$ cat src/design/gdd_pkg.sv
package gdd_pkg;

  // Reciprocal of 100 scaled by 2^20 and of 400 scaled by 2^22 (same integer).
  // Exact floor quotients for every 14-bit year.
  localparam logic [13:0] RECIP_C = 14'd10486;
  localparam int SHIFT_100 = 20;
  localparam int SHIFT_400 = 22;

  // Largest magnitude the 23-bit result carries
  localparam logic signed [23:0] DIFF_MAX = 24'sd4194303;

  // Per-date result handed from a date unit to the top level
  typedef struct packed {
    logic [22:0] ordinal;
    logic        ok;
  } date_res_t;

  // Length of a month; 0 for a code that is no month
  function automatic logic [4:0] month_len(input logic [3:0] m, input logic leap);
    logic [4:0] len;
    case (m) inside
      4'd1, 4'd3, 4'd5, 4'd7, 4'd8, 4'd10, 4'd12: len = 5'd31;
      4'd4, 4'd6, 4'd9, 4'd11:                    len = 5'd30;
      4'd2:                                       len = leap ? 5'd29 : 5'd28;
      default:                                    len = 5'd0;
    endcase
    return len;
  endfunction

  // Days in a common year before the first of a month
  function automatic logic [8:0] days_before(input logic [3:0] m);
    logic [8:0] n;
    case (m)
      4'd1:    n = 9'd0;
      4'd2:    n = 9'd31;
      4'd3:    n = 9'd59;
      4'd4:    n = 9'd90;
      4'd5:    n = 9'd120;
      4'd6:    n = 9'd151;
      4'd7:    n = 9'd181;
      4'd8:    n = 9'd212;
      4'd9:    n = 9'd243;
      4'd10:   n = 9'd273;
      4'd11:   n = 9'd304;
      4'd12:   n = 9'd334;
      default: n = 9'd0;
    endcase
    return n;
  endfunction

endpackage

$ cat src/design/gdd_date_unit.sv
module gdd_date_unit (
  input  logic                clk,
  input  logic                en,
  input  logic [4:0]          day,
  input  logic [3:0]          month,
  input  logic [13:0]         year,
  output gdd_pkg::date_res_t  res
);
  import gdd_pkg::*;

  // Stage 1: reciprocal product for the century quotients, table lookup
  logic [27:0] prod;
  logic [27:0] prod_r;
  logic [13:0] y1_r;
  logic [4:0]  d1_r;
  logic [3:0]  m1_r;
  logic [8:0]  dbm1_r;

  assign prod = 28'(year) * 28'(RECIP_C);

  always_ff @(posedge clk) begin
    if (en) begin
      prod_r <= prod;
      y1_r   <= year;
      d1_r   <= day;
      m1_r   <= month;
      dbm1_r <= days_before(month);
    end
  end

  // Stage 2: leap rule, range check, year part of the ordinal
  logic [7:0]  f100;
  logic [5:0]  f400;
  logic        z100;
  logic        z400;
  logic        leap;
  logic [12:0] q4;
  logic [7:0]  c100;
  logic [5:0]  c400;
  logic [4:0]  len;
  logic        ok;
  logic [22:0] base;

  assign f100 = prod_r[SHIFT_100 +: 8];
  assign f400 = prod_r[SHIFT_400 +: 6];
  assign z100 = (15'(f100) * 15'd100) == {1'b0, y1_r};
  assign z400 = (15'(f400) * 15'd400) == {1'b0, y1_r};
  assign leap = ((y1_r[1:0] == 2'b00) && !z100) || z400;
  // ceil(y/4), ceil(y/100), ceil(y/400)
  assign q4   = 13'((15'(y1_r) + 15'd3) >> 2);
  assign c100 = f100 + 8'(!z100);
  assign c400 = f400 + 6'(!z400);
  assign len  = month_len(m1_r, leap);
  assign ok   = (m1_r >= 4'd1) && (m1_r <= 4'd12) && (d1_r >= 5'd1) && (d1_r <= len);
  assign base = 23'(y1_r) * 23'd365 + 23'(q4) - 23'(c100) + 23'(c400);

  logic [22:0] base_r;
  logic        ok_r;
  logic [4:0]  d2_r;
  logic [8:0]  dbm2_r;
  logic        adj_r;

  always_ff @(posedge clk) begin
    if (en) begin
      base_r <= base;
      ok_r   <= ok;
      d2_r   <= d1_r;
      dbm2_r <= dbm1_r;
      adj_r  <= leap && (m1_r > 4'd2);
    end
  end

  // Stage 3: add month offset, leap day and day of month
  date_res_t res_r;

  always_ff @(posedge clk) begin
    if (en) begin
      res_r.ordinal <= base_r + 23'(dbm2_r) + 23'(adj_r) + 23'(d2_r);
      res_r.ok      <= ok_r;
    end
  end

  assign res = res_r;

endmodule

$ cat src/design/gregorian_day_difference.sv
// Channel | Dir | Beat contents
// in_     | in  | two dates, end-day flag in tuser
// out_    | out | signed day difference, invalid flag in tuser
//
// The pipe has three date stages (reciprocal multiply, leap and range
// check, ordinal sum) and one difference/saturate stage.
// One beat is taken per cycle when the output side keeps up.
// Reset clears all stage valid bits; data registers are not reset.
// A stall at the output holds every stage; in_tready drops with it.
module gregorian_day_difference (
  input  logic        clk,
  input  logic        rst_n,
  input  logic        in_tvalid,
  output logic        in_tready,
  // first_day[4:0], first_month[8:5], first_year[22:9],
  // second_day[27:23], second_month[31:28], second_year[45:32], zero pad
  input  logic [47:0] in_tdata,
  // count_end_day[0]
  input  logic        in_tuser,
  output logic        out_tvalid,
  input  logic        out_tready,
  // day_difference[22:0] (signed), zero pad
  output logic [23:0] out_tdata,
  // date_invalid[0]
  output logic        out_tuser
);
  import gdd_pkg::*;

  logic en;
  assign en = !out_tvalid || out_tready;
  assign in_tready = en;

  // Per-date pipelines
  date_res_t res_a;
  date_res_t res_b;

  gdd_date_unit u_first (
    .clk   (clk),
    .en    (en),
    .day   (in_tdata[4:0]),
    .month (in_tdata[8:5]),
    .year  (in_tdata[22:9]),
    .res   (res_a)
  );

  gdd_date_unit u_second (
    .clk   (clk),
    .en    (en),
    .day   (in_tdata[27:23]),
    .month (in_tdata[31:28]),
    .year  (in_tdata[45:32]),
    .res   (res_b)
  );

  // Valid bits and end-day flag ride alongside the date stages
  logic [2:0] vld_r;
  logic [2:0] ce_r;
  logic       out_vld_r;

  always_ff @(posedge clk) begin
    if (!rst_n) begin
      vld_r     <= '0;
      out_vld_r <= 1'b0;
    end else if (en) begin
      vld_r     <= {vld_r[1:0], in_tvalid};
      out_vld_r <= vld_r[2];
    end
  end

  always_ff @(posedge clk) begin
    if (en) begin
      ce_r <= {ce_r[1:0], in_tuser};
    end
  end

  // Difference, end-day adjust, saturation
  logic signed [23:0] diff_raw;
  logic signed [23:0] diff_adj;
  logic signed [23:0] diff_sat;
  logic               bad;

  assign diff_raw = signed'({1'b0, res_b.ordinal}) - signed'({1'b0, res_a.ordinal});
  assign bad      = !(res_a.ok && res_b.ok);

  always_comb begin
    diff_adj = diff_raw;
    if (ce_r[2]) begin
      diff_adj = (diff_raw < 0) ? diff_raw - 24'sd1 : diff_raw + 24'sd1;
    end
    diff_sat = diff_adj;
    if (diff_adj > DIFF_MAX) begin
      diff_sat = DIFF_MAX;
    end else if (diff_adj < -DIFF_MAX) begin
      diff_sat = -DIFF_MAX;
    end
    if (bad) begin
      diff_sat = '0;
    end
  end

  logic [22:0] out_diff_r;
  logic        out_bad_r;

  always_ff @(posedge clk) begin
    if (en) begin
      out_diff_r <= diff_sat[22:0];
      out_bad_r  <= bad;
    end
  end

  assign out_tvalid = out_vld_r;
  assign out_tdata  = {1'b0, out_diff_r};
  assign out_tuser  = out_bad_r;

`ifndef SYNTHESIS
  // Invalid dates give a zero difference
  a_invalid_zero: assert property (@(posedge clk) disable iff (!rst_n)
    (out_tvalid && out_tuser) |-> (out_tdata == 24'd0))
    else $error("invalid beat carries nonzero difference");

  // Saturation never produces the most negative 23-bit code
  a_sat_range: assert property (@(posedge clk) disable iff (!rst_n)
    out_tvalid |-> (out_tdata[22:0] != 23'h400000))
    else $error("difference outside saturation range");

  // A stalled output blocks the input side
  a_stall_blocks: assert property (@(posedge clk) disable iff (!rst_n)
    (out_tvalid && !out_tready) |-> !in_tready)
    else $error("input accepted while output stalled");

  // Output valid follows the last date stage when the pipe moves
  a_vld_follow: assert property (@(posedge clk) disable iff (!rst_n)
    en |=> (out_tvalid == $past(vld_r[2])))
    else $error("output valid lost or invented");
`endif

endmodule

$ cat config.mk
export PLATFORM = sky130hd
export DESIGN_NAME = gregorian_day_difference
export DESIGN_NICKNAME = d
export VERILOG_FILES = /design/src/design/gdd_pkg.sv /design/src/design/gdd_date_unit.sv /design/src/design/gregorian_day_difference.sv
export SDC_FILE = /design/constraint.sdc
export NUM_CORES = 1
export LEC_CHECK = 0
export BUFFER_PORTS_ARGS = -buffer_cell sky130_fd_sc_hd__buf_2
export CAP_MARGIN = 20
export CORE_MARGIN = 10
export CORE_UTILIZATION = 55
export CTS_CLUSTER_SIZE = 16
export DETAILED_ROUTE_END_ITERATION = 6
export PLACE_DENSITY = 0.81
export SETUP_SLACK_MARGIN = 0.1
export SYNTH_ARGS = -nofsm -noshare
export SYNTH_HDL_FRONTEND = slang
export SYNTH_SLANG_ARGS = --single-unit
export TNS_END_PERCENT = 50
$ cat constraint.sdc
create_clock -name clk -period 33.5 [get_ports clk]
set_clock_uncertainty 0.05 [all_clocks]
set_input_delay 8.375 -clock clk [delete_from_list [all_inputs] [get_ports clk]]
set_output_delay 8.375 -clock clk [all_outputs]
set_load 0.05 [all_outputs]
==> results.md <==
* Slew headroom at around a third
* Hold_ws at 0.368 ns
* Status: complete, no violations
* Kind of critical path: primary input to output pin
* Layout cell share with drive strength beyond 1 at roughly 5.1%
* R2r worst-path depth at 31
* Tcrit/Tclk final at 53.0%
* Core area at roughly 0.054 mm²
* First-pass GRT wire length at about 98000 µm
* Synthesis-stage register bit count at around 240
* FF-to-FF setup slack at around 24 ns
* YS warnings at 0
* Cts bufs inserted at 25
* DR pass1 iterations at 7
* FF-to-FF Start: u_second.prod_r[23]$_DFFE_PP_
* H-Tree Depth at 1
* WL final at about 57000 µm
* Clock Root Buffer: clkbuf_16
* Clk buf depth at 3
* Largest net degree at the start of global routing at 77
* Post-synth top area cell: edfxtp_1
* Fmax at around 56 MHz
* Worst Max-Slew Pin Slew at approximately 1 ns
* GRT overflow at 0
* WP data arrival at slightly above 9 ns
* CTS tree: yes
* Clock sinks at ~240
* Sequential share of the synthesized area at a little under a quarter
* Worst-path clk slew at roughly 0.06 ns
* Cells after synthesis at roughly 2.9k
* Routed Antenna Nets at 0
* Overall die height at ~250 µm
* Most used DFF post-synth: edfxtp_1
* Overall Global Routing Usage at between 10% and 20%
* Rows at between 80 and 90
* Post-CTS resize count at 0
* Min Tclk post-route at 17.74 ns
* DRC viols at 0
* IO Pins at 80
* Avg Cell Area, Syn at around 10 µm²
* Nets at roughly 3.9k
* Avg WL per Cell at around 16 µm
* DIE AREA at around 0.064 mm²
* Synth unique cells at 83
* Setup crit start: out_tready
* Ys async rst share at 0%
* Initial antenna violation count at 0
* Crit. End Element: output pin
* Count of hold-fix buffers inserted at cts at 0
* Synth top area share at 23.5%
* Hold WC Path Type: flip-flop to flip-flop
* CP required at 25.07 ns
* Max-slew violation total from the final report at 0
* DRT iter0 DRCs at between 900 and 1k
* Postcts setup bufs at 0
* Hold path depth at 0
* Crit path max fanout at 40
* Synthesized cell area at 0.0297 mm²
* RSZ-0062 raised after global routing: false
* Net Count, Synth at 3787
* Max Cap Violations at 0
* Routed via count at 19.7k
* Ant. Diodes at 0
* Area added between synthesis and finish at 6.55%
* Setup_tns at 0 ns
* Top cells by area, synth: edfxtp_1 24%, ha_1 23%, fa_1 21%
* Clock Latency Late Sink at ~0.55 ns
* Critical Path Sink: in_tready
* Initial Utilization at 55.4%
* Reg2reg end: u_second.base_r[19]$_DFFE_PP_
* Number of global-route vias before repair at about 21k
* Setup violations, final at 0
* Post-DP HPWL at about 48000 µm
* Routability cong. at just over 0.9
* CP Launch Type: primary input
* Die W at 253 µm
* IO Port Bufs at 76
* Avg Vias per Cell at between 5 and 6
* Final Hold Fails at 0
* Number of synthesized flops with an enable pin at ~230
[critical path, cell delays in order]
cell and delay, ns:
buf_2 0.08, nand2b_4 0.47, buf_2 0.38
[cells in the mapped netlist, types with 6 or more instances]
cell type,number
inv_1,620
ha_1,538
fa_1,308
edfxtp_1,233
xnor2_1,152
nor2_1,130
nand2_1,123
a21oi_1,105
nand3_1,75
xor2_1,74
o21ai_0,69
a21o_1,48
nor3_1,42
o21a_1,35
nor2b_1,26
clkbuf_1,22
nand2b_1,19
a211oi_1,18
o211ai_1,18
and3_1,17
nand4_1,17
o31ai_1,14
a31oi_1,13
nor4_1,13
mux2i_1,12
or3_1,12
and2_1,10
a21boi_0,9
mux2_2,8
or2_2,8
nor3b_1,6
[layout by cell type (no fill, tap or decap), types with 12 or more instances in the layout]
master / netlist / layout
nor2b_1: 26 / 26
buf_2: 5 / 76
or3_1: 12 / 12
a31oi_1: 13 / 13
o31ai_1: 14 / 14
and3_1: 17 / 17
nor4_1: 13 / 13
nand2_1: 123 / 123
mux2i_1: 12 / 12
nor2_1: 130 / 130
o21a_1: 35 / 35
a211oi_1: 18 / 18
nand3_1: 75 / 75
fa_1: 308 / 308
a21oi_1: 105 / 105
xnor2_1: 152 / 152
ha_1: 538 / 538
nand2b_1: 19 / 18
clkbuf_16: 0 / 25
nand4_1: 17 / 17
edfxtp_1: 233 / 233
o21ai_0: 69 / 69
o211ai_1: 18 / 18
xor2_1: 74 / 74
a21o_1: 48 / 48
nor3_1: 42 / 42
inv_1: 620 / 620
[logic make-up (layout without fill, tap and decap cells)]
kind of cell	Yosys count	in the layout	synth area share, %
AOI/OAI and AO/OA	391	391	8.70
xor gates and xnor gates	226	226	6.66
adders and majority gates	846	846	43.4
buffers and inverters	650	746	8.24
DFF	237	237	23.8
muxes	22	22	0.858
other	1	1	0.0126
and+or+nand+nor	515	515	8.36
[metal layers]
metal | vias up | track usage [%] | wire [µm] | part of all wire (%)
met2 | 331 | 33.4 | 28900 | 50
met1 | 9486 | 22.6 | 24500 | 43
met4 | 0 | 6.51 | 1880 | 3.3
li1 | 9767 | - | - | -
met5 | - | 0 | 0 | 0
met3 | 104 | 1.94 | 2170 | 3.8
[state kept, by name, summed over array words and instances (netlist names), 14 cells and up]
signal and flops:
u_first.res 24, u_second.res 24, out_diff_r 23, u_first.base_r 23, u_second.base_r 23, u_first.y1_r 14, u_second.y1_r 14
[worst min path at each step]
stage                                                 from                      endpoint
after floorplan                          ce_r[0]$_DFFE_PP_             ce_r[1]$_DFFE_PP_
final                         u_second.dbm1_r[3]$_DFFE_PP_  u_second.dbm2_r[3]$_DFFE_PP_
after global routing      u_second.dbm1_r[8]$_SDFFCE_PN0P_  u_second.dbm2_r[8]$_DFFE_PP_
after global placement        u_second.dbm1_r[3]$_DFFE_PP_  u_second.dbm2_r[3]$_DFFE_PP_
after detailed placement  u_second.dbm1_r[8]$_SDFFCE_PN0P_  u_second.dbm2_r[8]$_DFFE_PP_
after CTS                      u_first.dbm1_r[3]$_DFFE_PP_   u_first.dbm2_r[3]$_DFFE_PP_
[through the flow]
step                      cell area (µm²)  worst slack (ns)  instances  util (%)
after global placement              30900             15.73       3635      57.6
after CTS                           31700             15.71       3680      59.0
after detailed placement            30900             15.71       3635      57.6
after global routing                31700             15.67       3680      59.0
after floorplan                     29700              9.77       2888         -
final                               31700             15.76       3680      59.0
[area by class of cell]
class	instances	area [µm²]
Sequential cell	237	7080
Clock inverter	18	140
Inverter	620	2330
Timing Repair Buffer	81	418
Multi-Input combinational cell	2001	20200
Clock buffer	27	633
Tap cell	696	871
Fill cell	4275	22000
Power is not shown: default switching activity piles up to over one toggle a cycle in this logic, so the estimate is an artifact.
